File: config.mk
export PLATFORM = sky130hd
export DESIGN_NAME = strl_ctrl
export DESIGN_NICKNAME = d
export VERILOG_FILES = /design/src/strl_pkg.sv /design/src/strl_ctrl.sv
export SDC_FILE = /design/constraint.sdc
export NUM_CORES = 1
export LEC_CHECK = 0
export BUFFER_PORTS_ARGS = -buffer_cell sky130_fd_sc_hd__buf_2
export CORE_AREA = 2 2 39 41
export CTS_BUF_LIST = sky130_fd_sc_hd__clkbuf_2
export CTS_CLUSTER_SIZE = 28
export DETAILED_ROUTE_END_ITERATION = 7
export DIE_AREA = 0 0 41 43
export SKIP_LAST_GASP = 1
export SYNTH_ARGS = -nofsm -noshare
export SYNTH_HDL_FRONTEND = slang
export SYNTH_SLANG_ARGS = --single-unit
File: constraint.sdc
create_clock -name clk_i -period 1.65 [get_ports clk_i]
set_input_delay 0.33 -clock clk_i [delete_from_list [all_inputs] [get_ports clk_i]]
set_output_delay 0.33 -clock clk_i [all_outputs]
set_load 0.005 [all_outputs]
File: src/strl_pkg.sv
// ----------------------------------------------------------------------------
// strl_pkg
// Shared types and constants of the spike trace linear readout: item
// layouts, operation codes, and the command and status groups between the
// controller and the datapath.
// ----------------------------------------------------------------------------
package strl_pkg;

  // Default sizes of the stores.
  localparam int NUM_CHANNELS_DEF = 64;
  localparam int NUM_OUTPUTS_DEF  = 8;
  localparam int TIME_SLOTS_DEF   = 16;

  // A tick never produces more commands than this.
  localparam int MAX_RESULTS = 8;

  // Decay factor after reset, unsigned Q0.16.
  localparam logic [15:0] DECAY_RESET = 16'hFFFF;

  // Operation codes of an input item.
  localparam logic [1:0] OP_SPIKE    = 2'd0;
  localparam logic [1:0] OP_TICK     = 2'd1;
  localparam logic [1:0] OP_WR_WEIGHT = 2'd2;
  localparam logic [1:0] OP_WR_INCR  = 2'd3;

  typedef struct packed {
    logic [1:0]          operation;
    logic [5:0]          channel;
    logic [2:0]          out_select;
    logic [3:0]          time_slot;
    logic signed [31:0]  value;
  } in_item_t;

  typedef struct packed {
    logic [2:0]          out_index;
    logic signed [31:0]  command;
    logic                last;
  } out_item_t;

  // Controller to datapath.
  typedef struct packed {
    logic accept;     // an input item transfers this cycle
    logic spike_wr;   // write back the spike sum
    logic clr_step;   // one step of the clearing pass
    logic dec_issue;  // read one trace for decay
    logic dot_issue;  // read one weight and trace pair
    logic load_out;   // load a finished command into the output register
  } ctrl_cmd_t;

  // Datapath to controller.
  typedef struct packed {
    logic clr_last;   // clearing pass is at its final entry
    logic ch_last;    // channel counter is at the final channel
    logic dot_busy;   // multiply-accumulate pipeline still holds data
    logic out_free;   // output register can take a new command
    logic row_last;   // current row is the final row of the tick
  } ctrl_sts_t;

endpackage

File: src/strl_ctrl.sv
// ----------------------------------------------------------------------------
// strl_ctrl
// Sequencer of the readout: clearing pass after reset, item dispatch,
// spike write-back, trace decay sweep and the row-by-row dot products.
// ----------------------------------------------------------------------------
module strl_ctrl (
  input  logic                 clk_i,
  input  logic                 rst_ni,
  input  logic                 in_valid_i,
  input  logic [1:0]           in_op_i,
  output logic                 in_ready_o,
  input  strl_pkg::ctrl_sts_t  sts_i,
  output strl_pkg::ctrl_cmd_t  cmd_o
);
  import strl_pkg::*;

  localparam logic [2:0] S_CLEAR   = 3'd0;
  localparam logic [2:0] S_IDLE    = 3'd1;
  localparam logic [2:0] S_SPIKE   = 3'd2;
  localparam logic [2:0] S_DECAY   = 3'd3;
  localparam logic [2:0] S_DEC_END = 3'd4;
  localparam logic [2:0] S_DOT     = 3'd5;
  localparam logic [2:0] S_DOT_END = 3'd6;

  logic [2:0] state_q, state_d;

  always_comb begin
    state_d    = state_q;
    in_ready_o = 1'b0;
    cmd_o      = '0;
    unique case (state_q)
      S_CLEAR: begin
        cmd_o.clr_step = 1'b1;
        if (sts_i.clr_last) begin
          state_d = S_IDLE;
        end
      end
      S_IDLE: begin
        in_ready_o = 1'b1;
        if (in_valid_i) begin
          cmd_o.accept = 1'b1;
          if (in_op_i == OP_SPIKE) begin
            state_d = S_SPIKE;
          end else if (in_op_i == OP_TICK) begin
            state_d = S_DECAY;
          end
        end
      end
      S_SPIKE: begin
        cmd_o.spike_wr = 1'b1;
        state_d        = S_IDLE;
      end
      S_DECAY: begin
        cmd_o.dec_issue = 1'b1;
        if (sts_i.ch_last) begin
          state_d = S_DEC_END;
        end
      end
      // The final decayed trace is written back during this cycle.
      S_DEC_END: begin
        state_d = S_DOT;
      end
      S_DOT: begin
        cmd_o.dot_issue = 1'b1;
        if (sts_i.ch_last) begin
          state_d = S_DOT_END;
        end
      end
      S_DOT_END: begin
        if (!sts_i.dot_busy && sts_i.out_free) begin
          cmd_o.load_out = 1'b1;
          state_d        = sts_i.row_last ? S_IDLE : S_DOT;
        end
      end
      default: begin
        state_d = S_IDLE;
      end
    endcase
  end

  always_ff @(posedge clk_i or negedge rst_ni) begin
    if (!rst_ni) begin
      state_q <= S_CLEAR;
    end else begin
      state_q <= state_d;
    end
  end

  // A spike transfer is always followed by its write-back.
  a_spike_wb: assert property (@(posedge clk_i) disable iff (!rst_ni)
    (cmd_o.accept && in_op_i == OP_SPIKE) |=> cmd_o.spike_wr)
    else $error("spike transfer not followed by write-back");

  // The final command of a tick returns the sequencer to idle.
  a_tick_done: assert property (@(posedge clk_i) disable iff (!rst_ni)
    (cmd_o.load_out && sts_i.row_last) |=> in_ready_o)
    else $error("sequencer not idle after final command");

  // A command is only loaded when the previous state is S_DOT or S_DOT_END.
  a_load_drained: assert property (@(posedge clk_i) disable iff (!rst_ni)
    cmd_o.load_out |-> ($past(state_q) == S_DOT_END || $past(state_q) == S_DOT))
    else $error("command loaded outside the dot sequence");

endmodule

; ---- Word-level counts from Yosys, hierarchy flattened
; Cells that the tools add are included.
[word_totals]
register_bits = 3
out_inout_bits = 7
word_cells = 37
[op_classes]
n_eq_ne = 13
mux = 18
n_reduce_logical = 5
[ops]
columns = op, count
row1 = $mux W3, 8
row2 = $pmux W3 S6, 1
row3 = $ne A2 B2 Y1 const B, 5
row4 = $eq A3 B3 Y1 const B, 3
row5 = $mux W1, 9
row6 = $eq A3 B2 Y1 const B, 2
row7 = $reduce_and A6 Y1, 1
row8 = $eq A3 B1 Y1 const B, 1
row9 = $logic_not A3 Y1, 1
row10 = $ne A3 B3 Y1 const B, 1
row11 = $eq A2 B1 Y1 const B, 1
row12 = $logic_not A2 Y1, 1
row13 = $logic_and A1 B1 Y1, 1
row14 = $logic_not A1 Y1, 1

; ---- Longest topological paths before layout
[depth]
word_depth = 5
ltp_mapped = 4

; ---- Worst setup path after synthesis
; No wires, ideal clock.
[synth_timing]
kind = reg-to-output
start = register state_q[2]
end = output port cmd_o[0] (netlist bit)
t_arrival_ps = 893
required_ps = 1320
path_slack_ps = 427
path_stages_with_launch = 4
path_cell_list = dfrtp_1 > buf_2 > clkinv_1 > nor4b_1
[synth_lines]
columns = item, line_no
row1 = "start, declared", strl_ctrl.sv:25  ; logic [2:0] state_q, state_d;
row2 = "start signal, assigned", strl_ctrl.sv:85  ; state_q <= state_d;
row3 = "end, declared", strl_ctrl.sv:13  ; output strl_pkg::ctrl_cmd_t cmd_o

==> run metrics <==
worst-margin pin slew ~0.33 ns; TNS Setup 0 ns; P_leak 0.0001904 uW; area delta synth->final 46.45%; CTS buffer count 3; part of the Yosys area used for sequential elements 28.44%; R2R depth 3; # IOs 17; GRT Util Overall 9.466%; post-CTS setup buffers 0; per-cell routed wire length 10.07 um; RSZ-0062 raised after global routing false; final setup skew ~0.0057 ns; CTS root buf clkbuf_2; global-route wire length before repair about 1.1 mm; port bufs 16; Final Hold Fails 0; clock latency on the worst-skew pair 0.22 ns; TritonRoute pass-1 iters 4; max_cap viols 0; FF+latch count, synth 3; Die Wd 41 um; H-tree depth 1; global placer's final weighted congestion 0.7567; Final Max Slew Viols 0; Post-layout nets 62; most common cell after layout, fill and taps aside buf_2; r2r startpoint state_q[2]$_DFFE_PN0P_; remaining global-route overflow 0; arrival time at the worst endpoint about 1.2 ns; Final period util 94.03%; initial drt markers 5; DR vias/cell 4.552; fraction of layout cells with a size suffix above 1 between 40% and 50%; hold-critical path depth 3; met3 usage 3.141%; row count 14; fin area 386.6 sq um; Hold Path Class in2reg; status finished clean; clock buffer depth 2; Crit. End Element primary output; Clock Sinks 3; Max IR drop VDD 0.5632 mV; R2R setup slack 0.28 ns; starting density of the core a little under a fifth; WHS Endpoint state_q[1]$_DFFE_PN0P_; CP startpoint kind register; DRC viols 0; antenna diode count 0; # setup viols final 0; core box area between 1000 and 1500 sq um; clk slew on worst S/H paths 0.04 ns; DRT Wirelength 675 um; GR Util met2 12.81%; largest net degree at the start of global routing 13; vias between 300 and 400; fmax 644.5 MHz; max FFs per register 3; maximum net fanout on the critical path 7; clock tree from TritonCTS built; setup ws final between 0.09 and 0.1 ns; synthesized instance count 31; synth warn 0; fin util 27.94%; Die Y about 43 um; Top Registers state_q: 3 flops; Pwr Total between 500 and 600 uW; Reg with most FFs state_q; Cell Pwr Density 1472 nW/um^2; Post-DP Area 355.3 sq um; post-route ant nets 0; Synth top area share 28.44%; Synthesized Nets between 40 and 50; top post-synthesis cells by area dfrtp_1 28%, nand2b_1 9.5%, a2111oi_2 5.7%; area leader, netlist dfrtp_1; Relative slew margins 77.65%; Hold Crit Start in_op_i[1]; highest-count cells in the layout ignoring fill and taps 16 x buf_2, 4 x nand2b_1, 4 x nor2_1, 4 x clkbuf_2; data required time of the worst path 1.32 ns; critical path class reg2out; minimum clock period 1.552 ns; die area 1763 sq um; count of different cell masters after synthesis 22; syn avg cell area 8.516 sq um; Setup WS pre-CTS 0.2363 ns; mapped cell area 264.0 sq um; initial antenna violation count 0; GR met1 Demand/Resource slightly above 10%; reg-to-reg endpoint state_q[0]$_DFFE_PN0P_; grt peak-use layer met2; vias in the first global route 275
[synth_stat cells]
library cell  instances
nor2b_1               1
nand2_1               1
inv_1                 1
and3b_4               1
dfrtp_1               3
o2bb2ai_1             1
and2_4                1
a2111oi_2             1
or4b_1                1
clkinv_1              1
a211o_1               1
a211oi_1              1
buf_2                 1
buf_6                 1
o21a_1                1
nor4b_1               1
a21oi_1               1
nor2_1                4
o22ai_1               1
nand2b_1              4
nor4_1                1
nor3_1                2
[metrics by stage]
stage	cells	hold slack, ns
after floorplan	31	0.03441
after global routing	67	0.4307
after detailed placement	62	0.1294
final	67	0.4217
after global placement	62	0.1318
after CTS	67	0.4270
[power by group]
part | leakage [uW] | internal (uW) | switching [uW]
combinational | 0.000140 | 153 | 127
clock | 0.0000166 | 63.9 | 41.9
sequential | 0.0000342 | 109 | 73.6
[layout make-up]
type | count | area [sq um]
Clock buffer | 4 | 20.02
Tap cell | 16 | 20.02
Fill cell | 153 | 997.2
Timing Repair Buffer | 18 | 97.59
Inverter | 2 | 7.507
Multi-Input combinational cell | 24 | 165.2
Sequential cell | 3 | 76.32
[critical path, cell delays in order (launching register included)]
cell and delay [ns]:
dfrtp_1 0.45, inv_1 0.11, nor4b_1 0.29, buf_2 0.16
[worst max path at each step]
stage,end,start,cells after the start
after floorplan,cmd_o[0],state_q[2]$_DFFE_PN0P_,3
after global placement,cmd_o[0],state_q[2]$_DFFE_PN0P_,3
after detailed placement,cmd_o[0],state_q[2]$_DFFE_PN0P_,3
after CTS,cmd_o[0],state_q[2]$_DFFE_PN0P_,3
after global routing,cmd_o[0],state_q[1]$_DFFE_PN0P_,3
final,cmd_o[0],state_q[1]$_DFFE_PN0P_,3
[per-layer routing]
metal / up-vias / wire length [um]
met1: 139 / 262
met5: - / 0
met3: 2 / 62
li1: 151 / -
met4: 0 / 13
met2: 13 / 336
[kinds of logic (layout without fill, tap and decap cells)]
kind of cell           count (synthesis)  in the layout  share of synthesized area [%]
buffers and inverters                  4             24                          9.000
AOI/OAI and AO/OA                      7              7                          22.28
and+or+nand+nor                       17             17                          40.28
DFF                                    3              3                          28.44
[timing repair]
action | CTS | global route
resized for setup | 0 | 1
endpoints found under the hold margin | 3 | 0
setup endpoints to repair | 0 | 1
hold buffers | 1 | 0
Note: power is estimated with default switching activity, not from simulation.
